## config.mk

```make
export PLATFORM = sky130hd
export DESIGN_NAME = stack_engine_with_rotate_flat
export DESIGN_NICKNAME = d
export VERILOG_FILES = /design/src/hw/rtl/stkrot_pkg.sv /design/src/hw/rtl/stkrot_if.sv /design/src/hw/rtl/stkrot_mem.sv /design/src/hw/rtl/stkrot_div.sv /design/src/hw/rtl/stkrot_ctrl.sv /design/src/hw/rtl/stack_engine_with_rotate.sv /design/src/flat_wrapper.sv
export SDC_FILE = /design/constraint.sdc
export NUM_CORES = 2
export LEC_CHECK = 0
export BUFFER_PORTS_ARGS = -buffer_cell sky130_fd_sc_hd__buf_2
export CAP_MARGIN = 20
export CORE_MARGIN = 5
export CORE_UTILIZATION = 64
export DETAILED_ROUTE_END_ITERATION = 12
export PLACE_DENSITY_LB_ADDON = 0.08
export RECOVER_POWER = 100
export SYNTH_ARGS = -nofsm -noshare
export SYNTH_HDL_FRONTEND = slang
export SYNTH_SLANG_ARGS = --single-unit
export TNS_END_PERCENT = 50
```

## constraint.sdc

```tcl
create_clock -name clk -period 8 [get_ports clk]
set_input_delay 1.2 -clock clk [delete_from_list [all_inputs] [get_ports clk]]
set_output_delay 1.2 -clock clk [all_outputs]
set_load 0.02 [all_outputs]
```

## src/hw/rtl/stkrot_pkg.sv

```systemverilog
// Package for the stack engine with rotate.
// Holds request and status codes, state encoding and payload types.
// No dependencies.
`default_nettype none

package stkrot_pkg;

	localparam int WORD_W    = 32;
	localparam int AMT_W     = 16;
	localparam int CNT_OUT_W = 7;
	localparam int STEP_W    = $clog2(AMT_W);
	localparam int PADDR_W   = 3;

	typedef logic [WORD_W-1:0]    word_t;
	typedef logic [AMT_W-1:0]     amt_t;
	typedef logic [CNT_OUT_W-1:0] cnt_out_t;
	typedef logic [2:0]           req_type_t;

	localparam logic [0:0] REG_THRESHOLD   = 1'b0;
	localparam word_t      THRESHOLD_RESET = 32'd4;

	typedef enum logic [2:0] {
		REQ_PUSH      = 3'd0,
		REQ_POP       = 3'd1,
		REQ_REVERSE   = 3'd2,
		REQ_SWAP_TWO  = 3'd3,
		REQ_SWAP_ENDS = 3'd4,
		REQ_ROTATE    = 3'd5,
		REQ_QUERY     = 3'd6
	} req_code_t;

	typedef enum logic [1:0] {
		STAT_OK    = 2'd0,
		STAT_EMPTY = 2'd1,
		STAT_FULL  = 2'd2
	} status_t;

	typedef enum logic [3:0] {
		ST_IDLE,
		ST_DECODE,
		ST_POP_WAIT,
		ST_DIV,
		ST_SEG_CHK,
		ST_SW_RD_A,
		ST_SW_RD_B,
		ST_SW_WR_A,
		ST_SW_WR_B,
		ST_POST,
		ST_RECOUNT,
		ST_FINISH
	} state_t;

	typedef struct packed {
		word_t    popped_value;
		status_t  status;
		cnt_out_t depth_now;
		cnt_out_t above_count;
	} rsp_t;

endpackage

`default_nettype wire

```

## src/hw/rtl/stkrot_if.sv

```systemverilog
// Valid/ready channel interfaces for request and result items.
// Depends on stkrot_pkg.
`default_nettype none

interface stkrot_req_if
	import stkrot_pkg::*;
	();
	logic      valid;
	logic      ready;
	req_type_t req_type;
	word_t     push_value;
	amt_t      rotate_amount;

	modport source (output valid, output req_type, output push_value,
		output rotate_amount, input ready);
	modport sink (input valid, input req_type, input push_value,
		input rotate_amount, output ready);
endinterface

interface stkrot_rsp_if
	import stkrot_pkg::*;
	();
	logic     valid;
	logic     ready;
	word_t    popped_value;
	status_t  status;
	cnt_out_t depth_now;
	cnt_out_t above_count;

	modport source (output valid, output popped_value, output status,
		output depth_now, output above_count, input ready);
	modport sink (input valid, input popped_value, input status,
		input depth_now, input above_count, output ready);
endinterface

`default_nettype wire

```

## src/hw/rtl/stkrot_mem.sv

```systemverilog
// Entry storage: one write port, one read port, registered read data.
// Depends on stkrot_pkg.
`default_nettype none

module stkrot_mem
	import stkrot_pkg::*;
#(
	parameter int DEPTH = 64,
	parameter int AW    = 6
) (
	input  wire logic          clk,
	input  wire logic          we,
	input  wire logic [AW-1:0] waddr,
	input  wire word_t         wdata,
	input  wire logic [AW-1:0] raddr,
	output word_t              rdata
);

	word_t mem_q [DEPTH];

	always_ff @(posedge clk) begin
		if (we) begin
			mem_q[waddr] <= wdata;
		end
	end

	always_ff @(posedge clk) begin
		rdata <= mem_q[raddr];
	end

endmodule

`default_nettype wire

```

## src/hw/rtl/stkrot_div.sv

```systemverilog
// Restoring remainder unit: rotate amount modulo stack length, one bit a cycle.
// Depends on stkrot_pkg.
`default_nettype none

module stkrot_div
	import stkrot_pkg::*;
#(
	parameter int CW = 7
) (
	input  wire logic          clk,
	input  wire logic          arst_n,
	input  wire logic          start,
	input  wire amt_t          dividend,
	input  wire logic [CW-1:0] divisor,
	output logic               done,
	output logic [CW-1:0]      rem
);

	logic              busy_q;
	logic              done_q;
	logic [STEP_W-1:0] step_q;
	amt_t              dvd_q;
	logic [CW-1:0]     rem_q;
	logic [CW-1:0]     dsr_q;
	logic [CW:0]       trial;
	logic [CW:0]       diff;

	assign trial = {rem_q, dvd_q[AMT_W-1]};
	assign diff  = trial - {1'b0, dsr_q};
	assign done  = done_q;
	assign rem   = rem_q;

	always_ff @(posedge clk or negedge arst_n) begin
		if (!arst_n) begin
			busy_q <= 1'b0;
			done_q <= 1'b0;
		end else begin
			done_q <= 1'b0;
			if (start) begin
				busy_q <= 1'b1;
			end else if (busy_q && step_q == STEP_W'(AMT_W - 1)) begin
				busy_q <= 1'b0;
				done_q <= 1'b1;
			end
		end
	end

	always_ff @(posedge clk) begin
		if (start) begin
			step_q <= '0;
			dvd_q  <= dividend;
			rem_q  <= '0;
			dsr_q  <= divisor;
		end else if (busy_q) begin
			step_q <= step_q + STEP_W'(1);
			dvd_q  <= {dvd_q[AMT_W-2:0], 1'b0};
			if (trial >= {1'b0, dsr_q}) begin
				rem_q <= diff[CW-1:0];
			end else begin
				rem_q <= trial[CW-1:0];
			end
		end
	end

endmodule

`default_nettype wire

```

## src/hw/rtl/stkrot_ctrl.sv

```systemverilog
// Sequencer: decodes each request, reads, modifies and writes back the entry
// storage, keeps pointer, length, direction and the above-threshold tally.
// Depends on stkrot_pkg and stkrot_if.
`default_nettype none

module stkrot_ctrl
	import stkrot_pkg::*;
#(
	parameter int DEPTH = 64,
	parameter int AW    = 6,
	parameter int CW    = 7
) (
	input  wire logic          clk,
	input  wire logic          arst_n,
	stkrot_req_if.sink         req,
	input  wire word_t         threshold,
	input  wire logic          threshold_wr,
	output logic               res_valid,
	input  wire logic          res_ready,
	output rsp_t               res,
	output logic               mem_we,
	output logic [AW-1:0]      mem_waddr,
	output word_t              mem_wdata,
	output logic [AW-1:0]      mem_raddr,
	input  wire word_t         mem_rdata,
	output logic               div_start,
	output amt_t               div_dividend,
	output logic [CW-1:0]      div_divisor,
	input  wire logic          div_done,
	input  wire logic [CW-1:0] div_rem
);

	localparam logic [AW:0]   DEPTH_SLOT = (AW+1)'(DEPTH);
	localparam logic [CW-1:0] DEPTH_CNT  = CW'(DEPTH);

	function automatic logic [AW-1:0] slot_of(input logic [AW-1:0] base,
		input logic rev, input logic [AW-1:0] pos);
		logic [AW:0] sum;
		if (rev) begin
			if (base >= pos) begin
				sum = {1'b0, base} - {1'b0, pos};
			end else begin
				sum = {1'b0, base} + DEPTH_SLOT - {1'b0, pos};
			end
		end else begin
			sum = {1'b0, base} + {1'b0, pos};
			if (sum >= DEPTH_SLOT) begin
				sum = sum - DEPTH_SLOT;
			end
		end
		return sum[AW-1:0];
	endfunction

	function automatic logic above(input word_t w, input word_t t);
		return $signed(w) > $signed(t);
	endfunction

	state_t        state_q, state_d;
	logic [AW-1:0] base_q, base_d;
	logic [CW-1:0] cnt_q, cnt_d;
	logic          rev_q, rev_d;
	logic [CW-1:0] tally_q, tally_d;
	logic          dirty_q, dirty_d;

	req_type_t     req_q, req_d;
	word_t         val_q, val_d;
	amt_t          amt_q, amt_d;
	word_t         popped_q, popped_d;
	status_t       status_q, status_d;
	logic [AW-1:0] lo_q, lo_d;
	logic [AW-1:0] hi_q, hi_d;
	logic          phase_q, phase_d;
	logic          rot_q, rot_d;
	logic [CW-1:0] rot_r_q, rot_r_d;
	logic [AW-1:0] sw_a_q, sw_a_d;
	logic [AW-1:0] sw_b_q, sw_b_d;
	word_t         tmp_q, tmp_d;
	logic [CW-1:0] pos_q, pos_d;
	logic          pend_s1, pend_d;

	logic [CW-1:0] cnt_m1;
	logic [CW-1:0] cnt_m2;
	logic [CW-1:0] seg_a_hi;
	logic [CW-1:0] seg_b_lo;
	logic [AW-1:0] top_slot;

	assign cnt_m1   = cnt_q - CW'(1);
	assign cnt_m2   = cnt_q - CW'(2);
	assign seg_a_hi = cnt_q - div_rem - CW'(1);
	assign seg_b_lo = cnt_q - rot_r_q;
	assign top_slot = slot_of(base_q, rev_q, cnt_m1[AW-1:0]);

	assign div_dividend = amt_q;
	assign div_divisor  = cnt_q;

	assign res.popped_value = popped_q;
	assign res.status       = status_q;
	assign res.depth_now    = cnt_out_t'(cnt_q);
	assign res.above_count  = cnt_out_t'(tally_q);

	always_comb begin
		state_d   = state_q;
		base_d    = base_q;
		cnt_d     = cnt_q;
		rev_d     = rev_q;
		tally_d   = tally_q;
		dirty_d   = dirty_q;
		req_d     = req_q;
		val_d     = val_q;
		amt_d     = amt_q;
		popped_d  = popped_q;
		status_d  = status_q;
		lo_d      = lo_q;
		hi_d      = hi_q;
		phase_d   = phase_q;
		rot_d     = rot_q;
		rot_r_d   = rot_r_q;
		sw_a_d    = sw_a_q;
		sw_b_d    = sw_b_q;
		tmp_d     = tmp_q;
		pos_d     = pos_q;
		pend_d    = pend_s1;
		req.ready = (state_q == ST_IDLE);
		res_valid = 1'b0;
		mem_we    = 1'b0;
		mem_waddr = sw_a_q;
		mem_wdata = tmp_q;
		mem_raddr = sw_a_q;
		div_start = 1'b0;

		case (state_q)
			ST_IDLE: begin
				if (req.valid) begin
					req_d    = req.req_type;
					val_d    = req.push_value;
					amt_d    = req.rotate_amount;
					popped_d = '0;
					status_d = STAT_OK;
					state_d  = ST_DECODE;
				end
			end
			ST_DECODE: begin
				state_d = ST_POST;
				case (req_q)
					REQ_PUSH: begin
						if (cnt_q == DEPTH_CNT) begin
							status_d = STAT_FULL;
						end else begin
							mem_we    = 1'b1;
							mem_waddr = slot_of(base_q, rev_q, cnt_q[AW-1:0]);
							mem_wdata = val_q;
							cnt_d     = cnt_q + CW'(1);
							tally_d   = tally_q + CW'(above(val_q, threshold));
						end
					end
					REQ_POP: begin
						if (cnt_q == '0) begin
							status_d = STAT_EMPTY;
						end else begin
							mem_raddr = top_slot;
							state_d   = ST_POP_WAIT;
						end
					end
					REQ_REVERSE: begin
						if (cnt_q != '0) begin
							base_d = top_slot;
							rev_d  = ~rev_q;
						end
					end
					REQ_SWAP_TWO: begin
						if (cnt_q > CW'(1)) begin
							sw_a_d  = top_slot;
							sw_b_d  = slot_of(base_q, rev_q, cnt_m2[AW-1:0]);
							rot_d   = 1'b0;
							state_d = ST_SW_RD_A;
						end
					end
					REQ_SWAP_ENDS: begin
						if (cnt_q > CW'(1)) begin
							sw_a_d  = top_slot;
							sw_b_d  = base_q;
							rot_d   = 1'b0;
							state_d = ST_SW_RD_A;
						end
					end
					REQ_ROTATE: begin
						if (cnt_q > CW'(1)) begin
							div_start = 1'b1;
							state_d   = ST_DIV;
						end
					end
					default: begin
						state_d = ST_POST;
					end
				endcase
			end
			ST_POP_WAIT: begin
				popped_d = mem_rdata;
				cnt_d    = cnt_m1;
				tally_d  = tally_q - CW'(above(mem_rdata, threshold));
				state_d  = ST_POST;
			end
			ST_DIV: begin
				if (div_done) begin
					if (div_rem == '0) begin
						state_d = ST_POST;
					end else begin
						rot_r_d = div_rem;
						lo_d    = '0;
						hi_d    = seg_a_hi[AW-1:0];
						phase_d = 1'b0;
						rot_d   = 1'b1;
						state_d = ST_SEG_CHK;
					end
				end
			end
			ST_SEG_CHK: begin
				if (lo_q < hi_q) begin
					sw_a_d  = slot_of(base_q, rev_q, lo_q);
					sw_b_d  = slot_of(base_q, rev_q, hi_q);
					state_d = ST_SW_RD_A;
				end else if (!phase_q) begin
					phase_d = 1'b1;
					lo_d    = seg_b_lo[AW-1:0];
					hi_d    = cnt_m1[AW-1:0];
				end else begin
					base_d  = top_slot;
					rev_d   = ~rev_q;
					state_d = ST_POST;
				end
			end
			ST_SW_RD_A: begin
				mem_raddr = sw_a_q;
				state_d   = ST_SW_RD_B;
			end
			ST_SW_RD_B: begin
				mem_raddr = sw_b_q;
				tmp_d     = mem_rdata;
				state_d   = ST_SW_WR_A;
			end
			ST_SW_WR_A: begin
				mem_we    = 1'b1;
				mem_waddr = sw_a_q;
				mem_wdata = mem_rdata;
				state_d   = ST_SW_WR_B;
			end
			ST_SW_WR_B: begin
				mem_we    = 1'b1;
				mem_waddr = sw_b_q;
				mem_wdata = tmp_q;
				if (rot_q) begin
					lo_d    = lo_q + AW'(1);
					hi_d    = hi_q - AW'(1);
					state_d = ST_SEG_CHK;
				end else begin
					state_d = ST_POST;
				end
			end
			ST_POST: begin
				if (dirty_q) begin
					tally_d = '0;
					pos_d   = '0;
					pend_d  = 1'b0;
					state_d = ST_RECOUNT;
				end else begin
					state_d = ST_FINISH;
				end
			end
			ST_RECOUNT: begin
				if (pend_s1) begin
					tally_d = tally_q + CW'(above(mem_rdata, threshold));
				end
				if (pos_q != cnt_q) begin
					mem_raddr = slot_of(base_q, rev_q, pos_q[AW-1:0]);
					pos_d     = pos_q + CW'(1);
					pend_d    = 1'b1;
				end else begin
					pend_d = 1'b0;
					if (!pend_s1) begin
						dirty_d = 1'b0;
						state_d = ST_FINISH;
					end
				end
			end
			ST_FINISH: begin
				res_valid = 1'b1;
				if (res_ready) begin
					state_d = ST_IDLE;
				end
			end
			default: begin
				state_d = ST_IDLE;
			end
		endcase

		if (threshold_wr) begin
			dirty_d = 1'b1;
		end
	end

	always_ff @(posedge clk or negedge arst_n) begin
		if (!arst_n) begin
			state_q <= ST_IDLE;
			base_q  <= '0;
			cnt_q   <= '0;
			rev_q   <= 1'b0;
			tally_q <= '0;
			dirty_q <= 1'b0;
		end else begin
			state_q <= state_d;
			base_q  <= base_d;
			cnt_q   <= cnt_d;
			rev_q   <= rev_d;
			tally_q <= tally_d;
			dirty_q <= dirty_d;
		end
	end

	always_ff @(posedge clk) begin
		req_q    <= req_d;
		val_q    <= val_d;
		amt_q    <= amt_d;
		popped_q <= popped_d;
		status_q <= status_d;
		lo_q     <= lo_d;
		hi_q     <= hi_d;
		phase_q  <= phase_d;
		rot_q    <= rot_d;
		rot_r_q  <= rot_r_d;
		sw_a_q   <= sw_a_d;
		sw_b_q   <= sw_b_d;
		tmp_q    <= tmp_d;
		pos_q    <= pos_d;
		pend_s1  <= pend_d;
	end

endmodule

`default_nettype wire

```

## src/hw/rtl/stack_engine_with_rotate.sv

```systemverilog
// Bounded LIFO stack of signed 32-bit words with reverse, swap and rotate.
// One item is worked on at a time; every request item gives one result item.
// Each swap adds a read-modify-write pass (read A, read B, write A, write B)
// on the single-read, single-write entry memory. Rotate adds the bit-serial
// modulo of the amount by the length, then an exchange of entry pairs.
// The first item after a threshold write adds a recount pass over the
// memory. A result waits in an output register, so the next item is taken
// while it is held.
// Depends on stkrot_pkg, stkrot_if, stkrot_mem, stkrot_div and stkrot_ctrl.
`default_nettype none

module stack_engine_with_rotate
	import stkrot_pkg::*;
#(
	parameter int STACK_DEPTH = 64
) (
	input  wire logic               clk,
	input  wire logic               arst_n,
	input  wire logic               psel,
	input  wire logic               penable,
	input  wire logic               pwrite,
	input  wire logic [PADDR_W-1:0] paddr,
	input  wire word_t              pwdata,
	output word_t                   prdata,
	output logic                    pready,
	stkrot_req_if.sink              req,
	stkrot_rsp_if.source            rsp
);

	localparam int AW = $clog2(STACK_DEPTH);
	localparam int CW = $clog2(STACK_DEPTH + 1);

	word_t         threshold_q;
	logic          threshold_wr;
	logic          res_valid;
	logic          res_ready;
	rsp_t          res;
	logic          out_valid_q;
	rsp_t          out_q;
	logic          mem_we;
	logic [AW-1:0] mem_waddr;
	word_t         mem_wdata;
	logic [AW-1:0] mem_raddr;
	word_t         mem_rdata;
	logic          div_start;
	amt_t          div_dividend;
	logic [CW-1:0] div_divisor;
	logic          div_done;
	logic [CW-1:0] div_rem;

	assign pready       = 1'b1;
	assign threshold_wr = psel && penable && pwrite && pready
		&& (paddr[PADDR_W-1:2] == REG_THRESHOLD);
	assign prdata       = (paddr[PADDR_W-1:2] == REG_THRESHOLD) ? threshold_q : '0;

	always_ff @(posedge clk or negedge arst_n) begin
		if (!arst_n) begin
			threshold_q <= THRESHOLD_RESET;
		end else if (threshold_wr) begin
			threshold_q <= pwdata;
		end
	end

	assign res_ready = !out_valid_q || rsp.ready;

	always_ff @(posedge clk or negedge arst_n) begin
		if (!arst_n) begin
			out_valid_q <= 1'b0;
		end else if (res_valid && res_ready) begin
			out_valid_q <= 1'b1;
		end else if (rsp.ready) begin
			out_valid_q <= 1'b0;
		end
	end

	always_ff @(posedge clk) begin
		if (res_valid && res_ready) begin
			out_q <= res;
		end
	end

	assign rsp.valid        = out_valid_q;
	assign rsp.popped_value = out_q.popped_value;
	assign rsp.status       = out_q.status;
	assign rsp.depth_now    = out_q.depth_now;
	assign rsp.above_count  = out_q.above_count;

	stkrot_mem #(
		.DEPTH (STACK_DEPTH),
		.AW    (AW)
	) u_mem (
		.clk   (clk),
		.we    (mem_we),
		.waddr (mem_waddr),
		.wdata (mem_wdata),
		.raddr (mem_raddr),
		.rdata (mem_rdata)
	);

	stkrot_div #(
		.CW (CW)
	) u_div (
		.clk      (clk),
		.arst_n   (arst_n),
		.start    (div_start),
		.dividend (div_dividend),
		.divisor  (div_divisor),
		.done     (div_done),
		.rem      (div_rem)
	);

	stkrot_ctrl #(
		.DEPTH (STACK_DEPTH),
		.AW    (AW),
		.CW    (CW)
	) u_ctrl (
		.clk          (clk),
		.arst_n       (arst_n),
		.req          (req),
		.threshold    (threshold_q),
		.threshold_wr (threshold_wr),
		.res_valid    (res_valid),
		.res_ready    (res_ready),
		.res          (res),
		.mem_we       (mem_we),
		.mem_waddr    (mem_waddr),
		.mem_wdata    (mem_wdata),
		.mem_raddr    (mem_raddr),
		.mem_rdata    (mem_rdata),
		.div_start    (div_start),
		.div_dividend (div_dividend),
		.div_divisor  (div_divisor),
		.div_done     (div_done),
		.div_rem      (div_rem)
	);

endmodule

`default_nettype wire
```

## src/flat_wrapper.sv

```systemverilog
// flat-port wrapper written by rule: the top's interface ports become plain ports
module stack_engine_with_rotate_flat import stkrot_pkg::*;
#(
	parameter int STACK_DEPTH = 64
)
  (clk, arst_n, psel, penable, pwrite, paddr, pwdata, prdata, pready, req_valid, req_req_type, req_push_value, req_rotate_amount, req_ready, rsp_valid, rsp_popped_value, rsp_status, rsp_depth_now, rsp_above_count, rsp_ready);
  stkrot_req_if req_i ();
  stkrot_rsp_if rsp_i ();
  input  wire logic clk;
  input  wire logic arst_n;
  input  wire logic psel;
  input  wire logic penable;
  input  wire logic pwrite;
  input  wire logic [PADDR_W-1:0] paddr;
  input  wire word_t pwdata;
  output word_t prdata;
  output logic pready;
  input wire logic [$bits(req_i.valid)-1:0] req_valid;
  input wire logic [$bits(req_i.req_type)-1:0] req_req_type;
  input wire logic [$bits(req_i.push_value)-1:0] req_push_value;
  input wire logic [$bits(req_i.rotate_amount)-1:0] req_rotate_amount;
  output wire logic [$bits(req_i.ready)-1:0] req_ready;
  output wire logic [$bits(rsp_i.valid)-1:0] rsp_valid;
  output wire logic [$bits(rsp_i.popped_value)-1:0] rsp_popped_value;
  output wire logic [$bits(rsp_i.status)-1:0] rsp_status;
  output wire logic [$bits(rsp_i.depth_now)-1:0] rsp_depth_now;
  output wire logic [$bits(rsp_i.above_count)-1:0] rsp_above_count;
  input wire logic [$bits(rsp_i.ready)-1:0] rsp_ready;
  assign req_i.valid = req_valid;
  assign req_i.req_type = req_req_type;
  assign req_i.push_value = req_push_value;
  assign req_i.rotate_amount = req_rotate_amount;
  assign req_ready = req_i.ready;
  assign rsp_valid = rsp_i.valid;
  assign rsp_popped_value = rsp_i.popped_value;
  assign rsp_status = rsp_i.status;
  assign rsp_depth_now = rsp_i.depth_now;
  assign rsp_above_count = rsp_i.above_count;
  assign rsp_i.ready = rsp_ready;
  stack_engine_with_rotate #(.STACK_DEPTH(STACK_DEPTH)) u_core (.clk(clk), .arst_n(arst_n), .psel(psel), .penable(penable), .pwrite(pwrite), .paddr(paddr), .pwdata(pwdata), .prdata(prdata), .pready(pready), .req(req_i), .rsp(rsp_i));
endmodule
```

Yosys cells after proc, flatten, opt, wreduce, memory -nomap -nowiden
Memory sizes are Yosys's and may differ from the RTL's. A register that Yosys moved wholly into a read port is not among the register bits.
Index checks and enable logic that the tools add are counted.
{"block": "classes", "n_reduce_logical": 43, "n_eq_ne": 48, "n_div": 0, "addsub": 39, "n_shift": 0, "mux": 126, "order_cmp": 17, "multipliers": 0, "bitwise": 3}
{"operator": "6-bit two-way mux", "count": 43}
{"operator": "32-bit two-way mux", "count": 4}
{"operator": "32-bit one-hot mux with 2 select lines", "count": 2}
{"operator": "6-bit subtractor", "count": 14}
{"operator": "32-bit > comparator", "count": 2}
{"operator": "6-bit one-hot mux with 2 select lines", "count": 5}
{"operator": "7-bit two-way mux", "count": 8}
{"operator": "6-bit one-hot mux with 3 select lines", "count": 3}
{"operator": "4-bit two-way mux", "count": 12}
{"operator": "4-bit one-hot mux with 12 select lines", "count": 1}
{"operator": "6-bit by 1-bit subtractor with 6-bit output (second input constant)", "count": 8}
{"operator": "6-bit by 6-bit adder with 7-bit output", "count": 6}
{"operator": "7-bit greater-or-equal comparator (second input constant)", "count": 6}
{"operator": "6-bit greater-or-equal comparator", "count": 6}
{"operator": "1-bit two-way mux", "count": 32}
{"operator": "16-bit two-way mux", "count": 2}
{"operator": "2-bit inequality test (second input constant)", "count": 16}
{"operator": "7-bit one-hot mux with 2 select lines", "count": 2}
{"operator": "7-bit one-hot mux with 4 select lines", "count": 1}
{"operator": "5-bit AND reduction", "count": 5}
{"operator": "2-bit nonzero test", "count": 11}
{"operator": "4-bit == test (second input constant)", "count": 5}
{"operator": "4-bit by 3-bit == test with 1-bit output (second input constant)", "count": 4}
{"operator": "3-bit inequality test (second input constant)", "count": 5}
{"operator": "other kinds (39)", "count": 73}
{"block": "totals", "latchBits": 0, "romBits": 0, "output_inout_bits": 83, "n_memories": 1, "wordCells": 310, "mem_bits_rw": 2048, "register_bits": 300, "inputBits": 93}
{"name": "u_core.u_mem.mem_q", "depth": 64, "word_bits": 32, "rd": 1, "rd_clocked_by_memory_dff": 1, "wr": 1, "line": "stkrot_mem.sv:19", "rtl": "word_t mem_q [DEPTH];"}

Longest topological paths before layout
{"block": "depth", "word_depth": 8, "mapped_depth": 20, "depth_no_buf": 20}

Modules after synthesis
From an unflattened synthesis, not the netlist that was laid out.
{"block": "unflattened", "cells_unflattened": 4983, "hier_area_um2": 95962.0}
{"module": "stkrot_mem", "instances": 1, "seq_area_each_um2": 62139.6, "cells_each": 3511, "area_each_um2": 79039.6}
{"module": "stkrot_ctrl", "instances": 1, "seq_area_each_um2": 5365.1, "cells_each": 1158, "area_each_um2": 12021.5}
{"module": "stack_engine_with_rotate", "instances": 1, "seq_area_each_um2": 2268.4, "cells_each": 158, "area_each_um2": 3040.4}
{"module": "stkrot_div", "instances": 1, "seq_area_each_um2": 960.9, "cells_each": 156, "area_each_um2": 1860.5}

Least setup slack after synthesis
OpenSTA, ideal clock, no wires.
{"block": "synth_timing", "path_kind": "reg2reg", "from": "reg u_core.u_ctrl.cnt_q[1] (netlist: u_core.u_ctrl.div_divisor[1])", "to": "mem u_core.u_mem.mem_q[12][0] (netlist name) (enable)", "t_required_ns": 7.579, "arrival_ns": 4.460, "stages_incl_launch_ff": 11, "setup_ns": 0.421, "period_less_slack_ns": 4.881, "n_path_buf": 0, "setup_slack_ns": 3.119, "path_cell_list": "dfrtp_1 > inv_1 > ha_1 > nor2b_1 > and3b_1 > a2111oi_0 > o21ai_0 > a222oi_1 > nor2b_1 > nand2_1 > nor2_1"}
{"block": "synth_between", "elab_chain_cells": 7, "elab_cells_between_ends": 18, "cone_classes": "add/sub: 4; order compare: 2; eq/ne: 1; mux: 11"}
{"element": "from (decl)", "line": "stkrot_ctrl.sv:60", "rtl": "logic [CW-1:0] cnt_q, cnt_d;"}
{"element": "from (signal assigned)", "line": "stkrot_ctrl.sv:312", "rtl": "cnt_q <= cnt_d;"}
{"element": "6-bit by 6-bit adder with 7-bit output", "line": "stkrot_ctrl.sv:46", "rtl": "sum = {1'b0, base} + {1'b0, pos};"}
{"element": "6-bit by 1-bit subtractor with 6-bit output / 7-bit greater-or-equal comparator (equally long branches)", "line": "stkrot_ctrl.sv:48, stkrot_ctrl.sv:47"}
{"element": "6-bit two-way mux", "line": "stkrot_ctrl.sv:47", "rtl": "if (sum >= DEPTH_SLOT) begin"}
{"element": "6-bit two-way mux", "line": "stkrot_ctrl.sv:39", "rtl": "if (rev) begin"}
{"element": "6-bit two-way mux", "line": "stkrot_ctrl.sv:146", "rtl": "if (cnt_q == DEPTH_CNT) begin"}
{"element": "6-bit two-way mux", "line": "stkrot_ctrl.sv:144", "rtl": "case (req_q)"}
{"element": "6-bit one-hot mux with 2 select lines", "line": "stkrot_ctrl.sv:131", "rtl": "case (state_q)"}
{"element": "to (decl)", "line": "stkrot_mem.sv:19"}
Several ways; a longest one is shown, not always the timed one.

Worst setup path after layout
{"block": "layout_timing", "from": "reg u_core.u_ctrl.cnt_q[0] (netlist: u_core.u_ctrl.div_divisor[0])", "to": "mem u_core.u_mem.mem_q[33][28] (netlist name) (data pin)"}
{"block": "layout_between", "elab_chain_cells": 4}
{"element": "7-bit == test", "line": "stkrot_ctrl.sv:146"}
{"element": "32-bit two-way mux", "line": "stkrot_ctrl.sv:146"}
{"element": "32-bit two-way mux", "line": "stkrot_ctrl.sv:144"}
{"element": "32-bit one-hot mux with 2 select lines", "line": "stkrot_ctrl.sv:131"}
{"element": "net u_core.mem_wdata[28]", "line": "stack_engine_with_rotate.sv:42", "rtl": "word_t mem_wdata;"}
The timed path passes the listed nets, and every way through them passes these cells.

==> reports/summary.md <==
The final route contains 62727 vias. After detailed routing, the number of remaining DRC violations is 0. For the initial antenna violation count, the log shows 16. The largest clock skew in the final design is 35.1 ps.

The number of pins exceeding their max-slew limit in the final report is 1760, and the total clock buffers created by CTS is 226. The share of total power dissipated in combinational logic is 1.4%. The worst hold slack was 416 ps. Setup repair after global routing left no endpoint under its margin. The tools report the number of warnings issued by yosys as 0. The sequential cell area was 70700 um^2.

In the synthesized netlist the dominant register cell turns out to be edfxtp_1. In this run the biggest area consumer among cell types represents 71.0% of the synthesized area. The worst setup path is captured at a flop.

Number of routed nets with antenna violations: 0. The total congestion overflow came out at 0. Of the synthesized area, sequential elements account for 73.5%. The logs give 55.6% for the part of the total power dissipated in sequential elements and 10034 for the number of filler instances in the final layout. Synthesis handed over a netlist of 7519 instances. Switching power share of the total: 19.8%.

Data on the critical path is required at its endpoint by 8130 ps. The tools report the setup total negative slack as 0 ps. For the area of the core region, the log shows 150000 um^2. The footprint of the multi-input gates was 23900 um^2. Hold repair after CTS inserted 0 buffers. The count of buffers from port buffering is 172. The worst-case IR drop observed on VDD is 0.282 mV. For this design, the sink count on the clock tree is 2380. The worst path in the final design needs a cycle of 7110 ps, including I/O delays and setup. Routability-driven placement finished with a final weighted congestion of 0.892. For this configuration, the core starts out at a cell density of 64.3%. The length in cells of the worst reg-to-reg path was 11. STA classifies the critical path startpoint as a flop. For this run, the slowest stage of the critical path takes 2410 ps. Averaged over all synthesized cells, the footprint is 12.8 um^2.

Summed over all nets, the switching power comes to 4800 uW. The tools report the highest achievable clock rate as 141 MHz. In this run, the clock network consumes 43.0% of the power. The post-detailed-route wirelength per cell was 27.2 um. The tools report the number of DRC markers in iteration 0 as 8345. Setup violations remaining at the end of the flow were counted as 0. For this run, the share of the core covered by cells in the final layout is 71.4%. Ranked by total cell area, the synthesized netlist is headed by edfxtp_1 71%, nand2_1 8.7%, nand3_1 5.4%. Compared with the post-synthesis result, the final layout area differs by 11.0%.

The final reports fail on capacitance limit, slew limit. TritonCTS built the clock tree. Dividing the detail-routed via count by the number of cells gives 6.35. For the combined global-route utilization of all metal layers, the log shows 33.8%. Counting instances in the post-synthesis netlist gives the leading cell types as 2276 x edfxtp_1, 2242 x nand2_1, 1045 x nand3_1.

The signal on the critical path passes through clkbuf_1, inv_1, ha_1, nor2b_1, and3b_1, a2111oi_0, clkbuf_1, and2_2, a22oi_1, nand2_2, clkbuf_1. For this run, asynchronously set or reset flops after synthesis account for 2.56%. In this run, distinct cell masters in the synthesized netlist total 72. Of all nets on the critical path, the largest fanout is 64. Of the cells placed in the final design, the portion with a size suffix greater than 1 is 8.63%.

The worst hold path was traced through 0 stages. The die width works out to 398 um. The power density of the placed cells is 227 nW/um^2. For the max capacitance violation total, the log shows 31. For the overall die area, the log shows 158000 um^2.

The cell area that synthesis handed to floorplanning was 96200 um^2. The first global-routing pass estimated 391 mm of wire. The via count of the first global-routing pass is 59682, and the first-pass detailed-route iteration total is 8. Counting stages on the worst path, the most repeated cell is clkbuf_1. For the number of top-level pins, the log shows 176. The internal power is 19500 uW, and the clock transition at the registers of the reported paths is 60 ps. The post-cts resize count is 0.

The floorplan step set the die height to 398 um. The number of synthesized register bits is 2380, and the arrival time reported for the critical path endpoint is 7250 ps. The half-perimeter wire length of the detailed placement result is 153 mm, and the pin count of the biggest net entering global routing is 197. In the finished design, the share of the clock period the worst path needs comes to 88.9%. The tools report the number of placement rows as 142.

The root buffer cell chosen for the clock tree is clkbuf_16. The actual transition at the worst max-transition pin was 3980 ps. In this run the static leakage power is 0.0373 uW.

Largest buffer count on any clock path: 3. The clock reaches the later pin of the worst-skew pair after 860 ps. The routed design has 269 mm of wire.

The run finished, with violations left. The post-synthesis cell type with the largest combined area was edfxtp_1. The critical path's top delay family is buffers and inverters. Post-CTS timing repair inserted 0 buffers for setup.

Counting both buffers and inverters, the worst setup path holds a total of 4. The tools report the sum of internal, switching and leakage power as 24300 uW. For this run, the post-layout net count is 7897.

For the H-tree depth reported by CTS, the log shows 4. The number of nets handed over by synthesis was 7757. The classification of the worst setup path is flop to flop.

In this run the tightest slew margin relative to its limit is -165%. The tightest min-delay check is of the flop to flop type. The total stage count of the critical path was 11. For this design, the slowest cell found on the critical path is clkbuf_1. Yosys mapped a number of flops with a built-in enable equal to 2276. Most frequent cell after synthesis: edfxtp_1. The number of failing hold endpoints at the final stage came out at 0.
==> worst register-to-register path, delay by kind of cell (launching register included) <==
family | cells | cell delay [ps]
buf+inv | 4 | 3810
fa+ha+maj | 1 | 400
simple gates | 4 | 1130
compound gates | 2 | 690
flops | 1 | 310
==> power by group through the flow <==
stage	registers [uW]	logic, uW	clock network, uW
2_1_floorplan	13800	218	0
3_3_place_gp	13800	336	0
3_5_place_dp	13800	349	0
4_1_cts	13500	352	10500
5_1_grt	13500	385	11100
6_report	13500	351	10400
==> through the flow <==
step / area (um^2) / setup WS, ps / cells
after detailed placement: 99900 / 1740 / 9444
after CTS: 107000 / 1700 / 9865
after global routing: 107000 / 693 / 9868
final: 107000 / 888 / 9883
after floorplan: 96200 / 3120 / 7519
after global placement: 99900 / 1850 / 9443
==> placed cells by master, fill, tap and decap left out, types with 8 or more instances in the layout <==
cell | Yosys | routed
nor2b_1 | 26 | 26
nor2_1 | 176 | 110
nand2_2 | 0 | 23
a21oi_1 | 60 | 60
o22ai_1 | 136 | 136
buf_2 | 172 | 77
dfxtp_1 | 43 | 43
nand2b_1 | 17 | 17
dfrtp_1 | 60 | 60
inv_1 | 86 | 86
edfxtp_1 | 2276 | 2276
clkbuf_1 | 230 | 170
xnor2_1 | 69 | 69
clkinv_2 | 0 | 40
nor3_1 | 18 | 18
buf_4 | 7 | 67
xor2_1 | 38 | 38
a211oi_1 | 8 | 8
bufinv_16 | 0 | 16
mux2i_1 | 9 | 9
and3_1 | 43 | 43
clkinv_1 | 0 | 50
a22oi_1 | 38 | 38
o21ai_0 | 50 | 50
ha_1 | 135 | 135
o21a_1 | 9 | 9
or4_1 | 33 | 33
clkbuf_8 | 0 | 12
nor2_4 | 2 | 67
nand2_1 | 2242 | 2219
mux2_2 | 39 | 39
a21o_1 | 48 | 48
clkbuf_16 | 0 | 229
nand4_1 | 270 | 270
clkbuf_2 | 0 | 50
fa_1 | 10 | 10
nand3_1 | 1045 | 1045
buf_12 | 0 | 23
diode_2 | 0 | 15
==> worst paths after layout <==
kind / startpoint / endpoint / slack (ps)
max in group asynchronous: arst_n / u_core.threshold_q[20] / 3890
hold / removal: u_core.u_ctrl.popped_q[17] / u_core.rsp.popped_value[17] / 420
min in group asynchronous: arst_n / u_core.u_ctrl.div_divisor[3] / 1850
setup / recovery: u_core.u_ctrl.div_divisor[0] / u_core.u_mem.mem_q[33][28] / 890
setup reg to reg: u_core.u_ctrl.div_divisor[0] / u_core.u_mem.mem_q[33][28] / 890
hold reg to reg: u_core.u_ctrl.popped_q[17] / u_core.rsp.popped_value[17] / 420
==> cell type report <==
class	instances	share of cell area, %
diodes	15	0.0351
clock buffers	296	5.71
clock inverters	125	1.08
inverters	86	0.302
multi-input cells	4632	22.4
flip-flops and latches	2380	66.2
well taps	2016	2.36
repair buffers	333	1.93
==> sequential cells by signal, summed over array words and instances, names as in the netlist, 6 cells and up <==
name	cells
u_core.u_ctrl.tmp_q	32
u_core.u_ctrl.pos_q	7
u_core.u_mem.rdata	32
u_core.u_ctrl.popped_q	32
u_core.rsp.above_count	7
u_core.u_div.rem	7
u_core.u_ctrl.rot_r_q	6
u_core.u_ctrl.hi_q	6
u_core.u_ctrl.tally_q	7
u_core.u_ctrl.base_q	6
u_core.threshold_q	32
u_core.u_ctrl.div_dividend	16
u_core.u_ctrl.val_q	32
u_core.u_ctrl.lo_q	6
u_core.u_ctrl.sw_b_q	6
u_core.u_ctrl.div_divisor	7
u_core.rsp.depth_now	7
u_core.u_div.dvd_q	16
u_core.u_ctrl.sw_a_q	6
u_core.u_div.dsr_q	7
u_core.rsp.popped_value	32
u_core.u_mem.mem_q	2048
==> kinds of logic (layout without fill, tap and decap cells) <==
family / after synthesis / after routing / synth area share [%]
buf+inv: 507 / 840 / 2.24
other cells: 1 / 16 / 0.00390
xor+xnor: 107 / 107 / 0.974
fa+ha+maj: 145 / 145 / 1.96
mux: 48 / 48 / 0.550
simple gates: 3911 / 3911 / 17.9
compound gates: 420 / 420 / 2.91
flops: 2380 / 2380 / 73.5
==> layer usage <==
layer  track usage, %  up-vias  part of all wire [%]
met5                0        -                 0.023
met4             16.5        8                   5.3
met3             7.22      609                    11
met2             52.2     3593                    46
met1             46.5    30910                    37
li1                 -    27607                     -
Note: power is estimated with default switching activity, not from simulation.
